<file path="src/rtl/core/keypad_set_countdown_timer_assert.svh">
// Assertion macros used by the timer top module.
`ifndef KEYPAD_SET_COUNTDOWN_TIMER_ASSERT_SVH
`define KEYPAD_SET_COUNTDOWN_TIMER_ASSERT_SVH

// Same-cycle implication, disabled during reset.
`define KCT_ASSERT_IMP(name, clk, rst, ante, cons) \
  name: assert property (@(posedge clk) disable iff (rst) (ante) |-> (cons)) \
    else $error("kct: same-cycle check failed");

// Next-cycle implication, disabled during reset.
`define KCT_ASSERT_NXT(name, clk, rst, ante, cons) \
  name: assert property (@(posedge clk) disable iff (rst) (ante) |=> (cons)) \
    else $error("kct: next-cycle check failed");

`endif

</file>
<file path="src/rtl/core/kct_pkg.sv">
package kct_pkg;

  localparam int COUNT_W    = 20;
  localparam int VALUE_W    = 14;
  localparam int KEY_W      = 4;
  localparam int PROD_W     = 17;

  localparam int MAX_DIGITS = 4;

  localparam logic [KEY_W-1:0] KEY_DIGIT_MAX = 4'd9;
  localparam logic [KEY_W-1:0] KEY_C         = 4'd12;
  localparam logic [KEY_W-1:0] KEY_STAR      = 4'd14;
  localparam logic [KEY_W-1:0] KEY_HASH      = 4'd15;

  localparam int VALUE_LIMIT = 9999;
  localparam int DIGIT_BASE  = 10;
  localparam int SEC_PER_MIN = 60;

  typedef enum logic [1:0] {
    PH_RUN = 2'd0,
    PH_MIN = 2'd1,
    PH_SEC = 2'd2
  } phase_t;

  typedef struct packed {
    logic [COUNT_W-1:0] remaining_seconds;
    logic               led_on;
    phase_t             phase;
    logic [VALUE_W-1:0] entry_value;
  } result_t;

endpackage

</file>
<file path="src/rtl/core/kct_core.sv">
module kct_core #(
  parameter int MAX_DIGITS = kct_pkg::MAX_DIGITS
) (
  input  logic                        clk,
  input  logic                        rst,
  input  logic                        step,
  input  logic                        mode,
  input  logic [kct_pkg::KEY_W-1:0]   key_code,
  output kct_pkg::result_t            res_next
);

  localparam int CNT_W = $clog2(MAX_DIGITS + 1);
  localparam int CW    = kct_pkg::COUNT_W;
  localparam int VW    = kct_pkg::VALUE_W;
  localparam int PW    = kct_pkg::PROD_W;

  logic [CW-1:0]    countdown, countdown_next;
  logic [VW-1:0]    minutes_held, minutes_held_next;
  logic [VW-1:0]    digit_value, digit_value_next;
  logic [CNT_W-1:0] digit_count, digit_count_next;
  kct_pkg::phase_t  entry_phase, entry_phase_next;

  logic [PW-1:0]    digit_cand;
  logic             digit_ok;
  logic [CW-1:0]    load_value;

  assign digit_cand = {{(PW-VW){1'b0}}, digit_value} * PW'(kct_pkg::DIGIT_BASE)
                    + {{(PW-kct_pkg::KEY_W){1'b0}}, key_code};
  assign digit_ok   = (digit_count < CNT_W'(MAX_DIGITS))
                    && (digit_cand <= PW'(kct_pkg::VALUE_LIMIT));
  assign load_value = {{(CW-VW){1'b0}}, minutes_held} * CW'(kct_pkg::SEC_PER_MIN)
                    + {{(CW-VW){1'b0}}, digit_value};

  always_ff @(posedge clk) begin
    if (rst) begin
      countdown    <= '0;
      minutes_held <= '0;
      digit_value  <= '0;
      digit_count  <= '0;
      entry_phase  <= kct_pkg::PH_RUN;
    end else if (step) begin
      countdown    <= countdown_next;
      minutes_held <= minutes_held_next;
      digit_value  <= digit_value_next;
      digit_count  <= digit_count_next;
      entry_phase  <= entry_phase_next;
    end
  end

  // next state
  always_comb begin
    countdown_next    = countdown;
    minutes_held_next = minutes_held;
    digit_value_next  = digit_value;
    digit_count_next  = digit_count;
    entry_phase_next  = entry_phase;
    if (mode) begin
      if (countdown != '0) countdown_next = countdown - CW'(1);
    end else begin
      unique case (entry_phase)
        kct_pkg::PH_MIN: begin
          if (key_code <= kct_pkg::KEY_DIGIT_MAX) begin
            if (digit_ok) begin
              digit_value_next = digit_cand[VW-1:0];
              digit_count_next = digit_count + CNT_W'(1);
            end
          end else if (key_code == kct_pkg::KEY_STAR) begin
            minutes_held_next = digit_value;
            digit_value_next  = '0;
            digit_count_next  = '0;
            entry_phase_next  = kct_pkg::PH_SEC;
          end else if (key_code == kct_pkg::KEY_HASH) begin
            digit_value_next  = '0;
            digit_count_next  = '0;
            entry_phase_next  = kct_pkg::PH_RUN;
          end
        end
        kct_pkg::PH_SEC: begin
          if (key_code <= kct_pkg::KEY_DIGIT_MAX) begin
            if (digit_ok) begin
              digit_value_next = digit_cand[VW-1:0];
              digit_count_next = digit_count + CNT_W'(1);
            end
          end else if (key_code == kct_pkg::KEY_STAR || key_code == kct_pkg::KEY_HASH) begin
            countdown_next   = load_value;
            digit_value_next = '0;
            digit_count_next = '0;
            entry_phase_next = kct_pkg::PH_RUN;
          end else if (key_code == kct_pkg::KEY_C) begin
            countdown_next   = '0;
            digit_value_next = '0;
            digit_count_next = '0;
            entry_phase_next = kct_pkg::PH_RUN;
          end
        end
        default: begin
          // run phase; an unused code behaves the same
          if (key_code == kct_pkg::KEY_HASH) begin
            countdown_next    = '0;
            minutes_held_next = '0;
            digit_value_next  = '0;
            digit_count_next  = '0;
            entry_phase_next  = kct_pkg::PH_MIN;
          end
        end
      endcase
    end
  end

  // outputs, taken after the update
  always_comb begin
    res_next.remaining_seconds = countdown_next;
    res_next.phase             = entry_phase_next;
    res_next.entry_value       = digit_value_next;
    res_next.led_on            = (entry_phase_next != kct_pkg::PH_MIN)
                              && (entry_phase_next != kct_pkg::PH_SEC)
                              && (countdown_next != '0);
  end

endmodule

</file>
<file path="src/rtl/core/keypad_set_countdown_timer.sv">
// Channel | Handshake             | Beat
// --------+-----------------------+-------------------------------------------------
// input   | in_valid / in_stall   | mode, key_code
// output  | out_valid / out_stall | remaining_seconds, led_on, phase, entry_value
//
// One result per input beat, passing through the input register and then the result register.
// Sustains one beat per cycle while out_stall is low: the state update is a
// single pass of logic whose longest path is the minutes*60+seconds load.
// Reset (rst, synchronous) clears both stage valids and the timer state.
// A stalled result holds in the output register; in_stall rises only while the
// input register is full and the result cannot move.
module keypad_set_countdown_timer #(
  parameter int MAX_DIGITS = kct_pkg::MAX_DIGITS
) (
  input  logic                          clk,
  input  logic                          rst,
  input  logic                          in_valid,
  output logic                          in_stall,
  input  logic                          mode,
  input  logic [kct_pkg::KEY_W-1:0]     key_code,
  output logic                          out_valid,
  input  logic                          out_stall,
  output logic [kct_pkg::COUNT_W-1:0]   remaining_seconds,
  output logic                          led_on,
  output logic [1:0]                    phase,
  output logic [kct_pkg::VALUE_W-1:0]   entry_value
);

`include "keypad_set_countdown_timer_assert.svh"

  logic                        s1_valid;
  logic                        s1_mode;
  logic [kct_pkg::KEY_W-1:0]   s1_key;
  logic                        in_accept;
  logic                        advance;
  kct_pkg::result_t            res_next;
  kct_pkg::result_t            res;

  assign advance   = s1_valid && (!out_valid || !out_stall);
  assign in_stall  = s1_valid && out_valid && out_stall;
  assign in_accept = in_valid && !in_stall;

  always_ff @(posedge clk) begin
    if (rst) begin
      s1_valid  <= 1'b0;
      out_valid <= 1'b0;
    end else begin
      if (in_accept) s1_valid <= 1'b1;
      else if (advance) s1_valid <= 1'b0;
      if (advance) out_valid <= 1'b1;
      else if (!out_stall) out_valid <= 1'b0;
    end
  end

  always_ff @(posedge clk) begin
    if (in_accept) begin
      s1_mode <= mode;
      s1_key  <= key_code;
    end
    if (advance) res <= res_next;
  end

  kct_core #(
    .MAX_DIGITS(MAX_DIGITS)
  ) u_core (
    .clk      (clk),
    .rst      (rst),
    .step     (advance),
    .mode     (s1_mode),
    .key_code (s1_key),
    .res_next (res_next)
  );

  assign remaining_seconds = res.remaining_seconds;
  assign led_on            = res.led_on;
  assign phase             = res.phase;
  assign entry_value       = res.entry_value;

  `KCT_ASSERT_IMP(a_led_run_nonzero, clk, rst, out_valid && led_on,
    remaining_seconds != '0 && phase == kct_pkg::PH_RUN)
  `KCT_ASSERT_IMP(a_min_entry_zero, clk, rst, out_valid && phase == kct_pkg::PH_MIN,
    remaining_seconds == '0 && !led_on)
  `KCT_ASSERT_IMP(a_entry_limit, clk, rst, out_valid,
    entry_value <= kct_pkg::VALUE_W'(kct_pkg::VALUE_LIMIT))
  `KCT_ASSERT_NXT(a_advance_fills_out, clk, rst, advance, out_valid)

endmodule

</file>
<file path="config.mk">
export PLATFORM = sky130hd
export DESIGN_NAME = keypad_set_countdown_timer
export DESIGN_NICKNAME = d
export VERILOG_FILES = /design/src/rtl/core/kct_pkg.sv /design/src/rtl/core/kct_core.sv /design/src/rtl/core/keypad_set_countdown_timer.sv
export VERILOG_INCLUDE_DIRS = /design/src /design/src/rtl/core
export SDC_FILE = /design/constraint.sdc
export NUM_CORES = 1
export LEC_CHECK = 0
export ABC_AREA = 1
export ABC_CLOCK_PERIOD_IN_PS = 4800
export BUFFER_PORTS_ARGS = -buffer_cell sky130_fd_sc_hd__buf_2
export CAP_MARGIN = 20
export CORE_ASPECT_RATIO = 0.7
export CORE_MARGIN = 4
export CORE_UTILIZATION = 50
export DETAILED_ROUTE_END_ITERATION = 7
export GPL_ROUTABILITY_DRIVEN = 0
export PLACE_DENSITY_LB_ADDON = 0.12
export REMOVE_ABC_BUFFERS = 1
export SYNTH_ARGS = -nofsm -noshare
export SYNTH_HDL_FRONTEND = slang
export SYNTH_SLANG_ARGS = --single-unit
</file>
<file path="constraint.sdc">
create_clock -name clk -period 4.8 [get_ports clk]
set_clock_uncertainty 0.2 [all_clocks]
set_input_delay 0.96 -clock clk [delete_from_list [all_inputs] [get_ports clk]]
set_output_delay 0.96 -clock clk [all_outputs]
set_load 0.05 [all_outputs]
</file>
==> impl_metrics.tcl <==
set metrics [dict create \
    slowest_stage "fa_1" \
    slew_headroom_pct 36.3 \
    groute.usage.overall_pct 26.5 \
    seqCellArea_um2 2360 \
    die_y_um 121 \
    n_fill_cell 1699 \
    power_mw 2.52 \
    clockBufferDepth 2 \
    hold_end "out_valid$_SDFFE_PP0P_" \
    worst_hold_slack_ns 0.308 \
    wire_per_inst_um 16.3 \
    critPathArrivalTime_ns 4.89 \
    fin_crit_ns 4.95 \
    drive_gt1_share_pct 18.7 \
    hold_violations 0 \
    fin_cells 1700 \
    worstMarginPinSlew_ns 0.931 \
    setup_violations 1 \
    violations "negative setup slack" \
    ir_drop_mv 0.166 \
    antenna_cells 0 \
    grt_pass1_vias 8464 \
    syn_to_final_growth_pct 18.1 \
    grt_pass1_wl_mm 44.0 \
    clkSinkCount 97 \
    start_util_pct 50.8 \
    dieArea_um2 20600 \
    avgSynthCellArea_um2 6.73 \
    grt_overflow 0 \
    dr_wl_met3_mm 2.76 \
    crit_fanout 4 \
    async_flop_share_pct 0 \
    vias_per_cell 5.55 \
    post-synth-top-area-fraction_pct 15.4 \
    cpPeakStageDelay_ns 0.56 \
    reg2reg_slack_ns -0.15 \
    maxCapViolations 0 \
    fmax_mhz 202 \
    cts_tree "done" \
    route.top_layer_used "met4" \
    yosys_warnings 0 \
    rsz0062_at_grt "yes" \
    drc 0 \
    start_kind "register" \
    syn_area_um2 9160 \
    timing.rr.end "led_on$_DFFE_PP_" \
    ys_seq_area_share_pct 25.8 \
    drtPass1Iterations 6 \
    dp_cells 1675 \
    ant_nets 0 \
    layout_setup_ws_ns -0.153 \
    cts-htree-levels 3 \
    numCtsBuffers 9 \
    worstHoldStart "out_valid$_SDFFE_PP0P_" \
    crit_top_cell "nand2_1" \
    yosys.area.top_type "nand2_1" \
    drt-total-wl_mm 27.7 \
    finalCritPeriodShare_pct 103 \
    core_area_um2 18000 \
    multi_input_area_um2 6210 \
    synth_area_leaders "nand2_1 (15%), edfxtp_1 (14%), dfxtp_1 (12%)" \
    chipWidth_um 170 \
    io_pins 48 \
    num_rows 41 \
    synth-edff-count 42 \
    synth_cells 1360 \
    drv_slew 0 \
    drt_iter0_drc 968 \
    rr_startpoint "u_core.minutes_held[2]$_SDFFE_PP0P_" \
    via_count 9440 \
    nets 1563 \
    outcome "finished, violations left" \
    insertion_delay_ns 0.36 \
    cts_root_buf "clkbuf_16" \
    hpwl_mm 20.8 \
    grt_antenna_before_repair 0 \
    ys_types 48 \
    met2_wirelength_mm 11.3 \
    p_leak_nw 5.42 \
    io_buffers 47 \
    synth-main-ff-cell "dfxtp_1" \
    power.density_nw_per_um2 233 \
    critPathLaunch "u_core.minutes_held[2]$_SDFFE_PP0P_" \
    ys_ff_latch 97 \
    critPathCaptureType "register" \
    hold_depth 2 \
    met1_length_mm 13.3 \
    rr_worst_depth 29 \
    grt_max_degree 78 \
    hold_path.class "register to register" \
    clk_pin_slew_ns 0.08 \
    final_area_um2 10800 \
    placed_area_um2 10000 \
    worstSetupPathType "register to register" \
    cp_data_required_time_ns 4.73 \
]
==> synth_stat cells (3+ instances only) <==
| cell | count |
|---|---|
| fa_1 | 28 |
| inv_2 | 9 |
| a21oi_1 | 101 |
| nor3_1 | 13 |
| o21ai_1 | 12 |
| nand3_1 | 103 |
| ha_1 | 67 |
| o211ai_2 | 6 |
| nand3_2 | 3 |
| a21oi_2 | 3 |
| nand2_1 | 375 |
| nor2_1 | 94 |
| buf_2 | 3 |
| nor2_4 | 4 |
| inv_1 | 209 |
| xor2_1 | 22 |
| a31oi_1 | 5 |
| clkbuf_1 | 27 |
| o21bai_1 | 5 |
| xnor2_1 | 4 |
| nand2_2 | 13 |
| o21ai_0 | 64 |
| edfxtp_1 | 42 |
| nand3b_1 | 8 |
| a211oi_1 | 14 |
| nand2_4 | 5 |
| dfxtp_1 | 55 |
| nand4_1 | 32 |
| nor2_2 | 9 |
==> worst max-delay path, delay by kind of cell (launching register included) <==
family	cells	cell delay (ns)
AND/OR/NAND/NOR	18	1.81
XOR/XNOR	1	0.08
AO/OA/AOI/OAI	2	0.21
flip-flops	1	0.33
adder cells (fa/ha/maj)	4	1.81
buffers and inverters	4	0.29
==> stage by stage <==
stage / setup TNS [ns] / util, % / worst slack [ns]
2_1_floorplan: -48.38 / - / -1.88
3_3_place_gp: -0.223 / 55.8 / -0.195
3_5_place_dp: -0.532 / 55.8 / -0.266
4_1_cts: 0 / 58.3 / 0.00513
5_1_grt: -1.41 / 60.1 / -0.392
6_report: -0.153 / 60.1 / -0.153
==> layout by cell type (no fill, tap or decap), types with 9 or more instances in the layout <==
master / synthesis / layout
nor2_1: 94 / 84
a21oi_1: 101 / 93
buf_2: 3 / 47
clkbuf_16: 0 / 9
nand4_1: 32 / 32
buf_4: 0 / 72
nor2_2: 9 / 16
inv_2: 9 / 19
ha_1: 67 / 60
inv_1: 209 / 199
fa_1: 28 / 26
o21ai_0: 64 / 56
o21ai_1: 12 / 18
xor2_1: 22 / 20
nand3_1: 103 / 92
dfxtp_1: 55 / 53
nand2_2: 13 / 31
nand3_2: 3 / 10
nand2_4: 5 / 10
a211oi_1: 14 / 14
edfxtp_1: 42 / 42
nor3_1: 13 / 11
nand2_1: 375 / 352
==> worst max path at each step <==
stage                                                to  slack (ns)  depth (start not counted)
detailed placement                     led_on$_DFFE_PP_       -0.27                         26
global placement                       led_on$_DFFE_PP_       -0.19                         25
finish                                 led_on$_DFFE_PP_       -0.15                         29
floorplan           u_core.minutes_held[0]$_SDFFE_PP0P_       -1.88                         11
global route                           led_on$_DFFE_PP_       -0.39                         28
CTS                                    led_on$_DFFE_PP_       0.005                         31
==> layout make-up <==
class,instances,area share (%)
clock buffers,9,2.08
clock inverters,7,0.868
inverters,221,7.68
multi-input cells,1009,57.4
flip-flops and latches,97,21.9
well taps,236,2.73
repair buffers,121,7.38
==> power breakdown <==
group	switching, mW	internal, mW
registers	0.0429	0.916
clock network	0.373	0.420
logic	0.531	0.242
total	0.946	1.58
==> sequential cells by signal, summed over array words and instances (netlist names), 2 cells and up <==
name and cells:
entry_value 14, phase 2, remaining_seconds 20, s1_key 4, u_core.countdown 20, u_core.digit_count 3
u_core.digit_value 14, u_core.entry_phase 2, u_core.minutes_held 14
==> per-layer routing <==
metal	up-vias	GRT usage [%]
met5	-	0
met4	0	4.58
met3	35	6.28
met2	407	37.3
met1	4365	41.3
li1	4633	-
==> logic make-up after synthesis <==
| group | synth area share (%) |
|---|---|
| xor+xnor | 2.49 |
| fa+ha+maj | 15.3 |
| simple gates | 31.9 |
| buf+inv | 10.6 |
| compound gates | 13.9 |
| flops | 25.8 |
==> timing repair <==
action | in CTS | in global routing
endpoints found under the setup margin | 6 | 10
resized for setup | 28 | 79
setup buffers | 3 | 6
hold buffers | 0 | 0
pin swaps | 9 | 39
No activity file was read; power rests on OpenSTA's default activity.
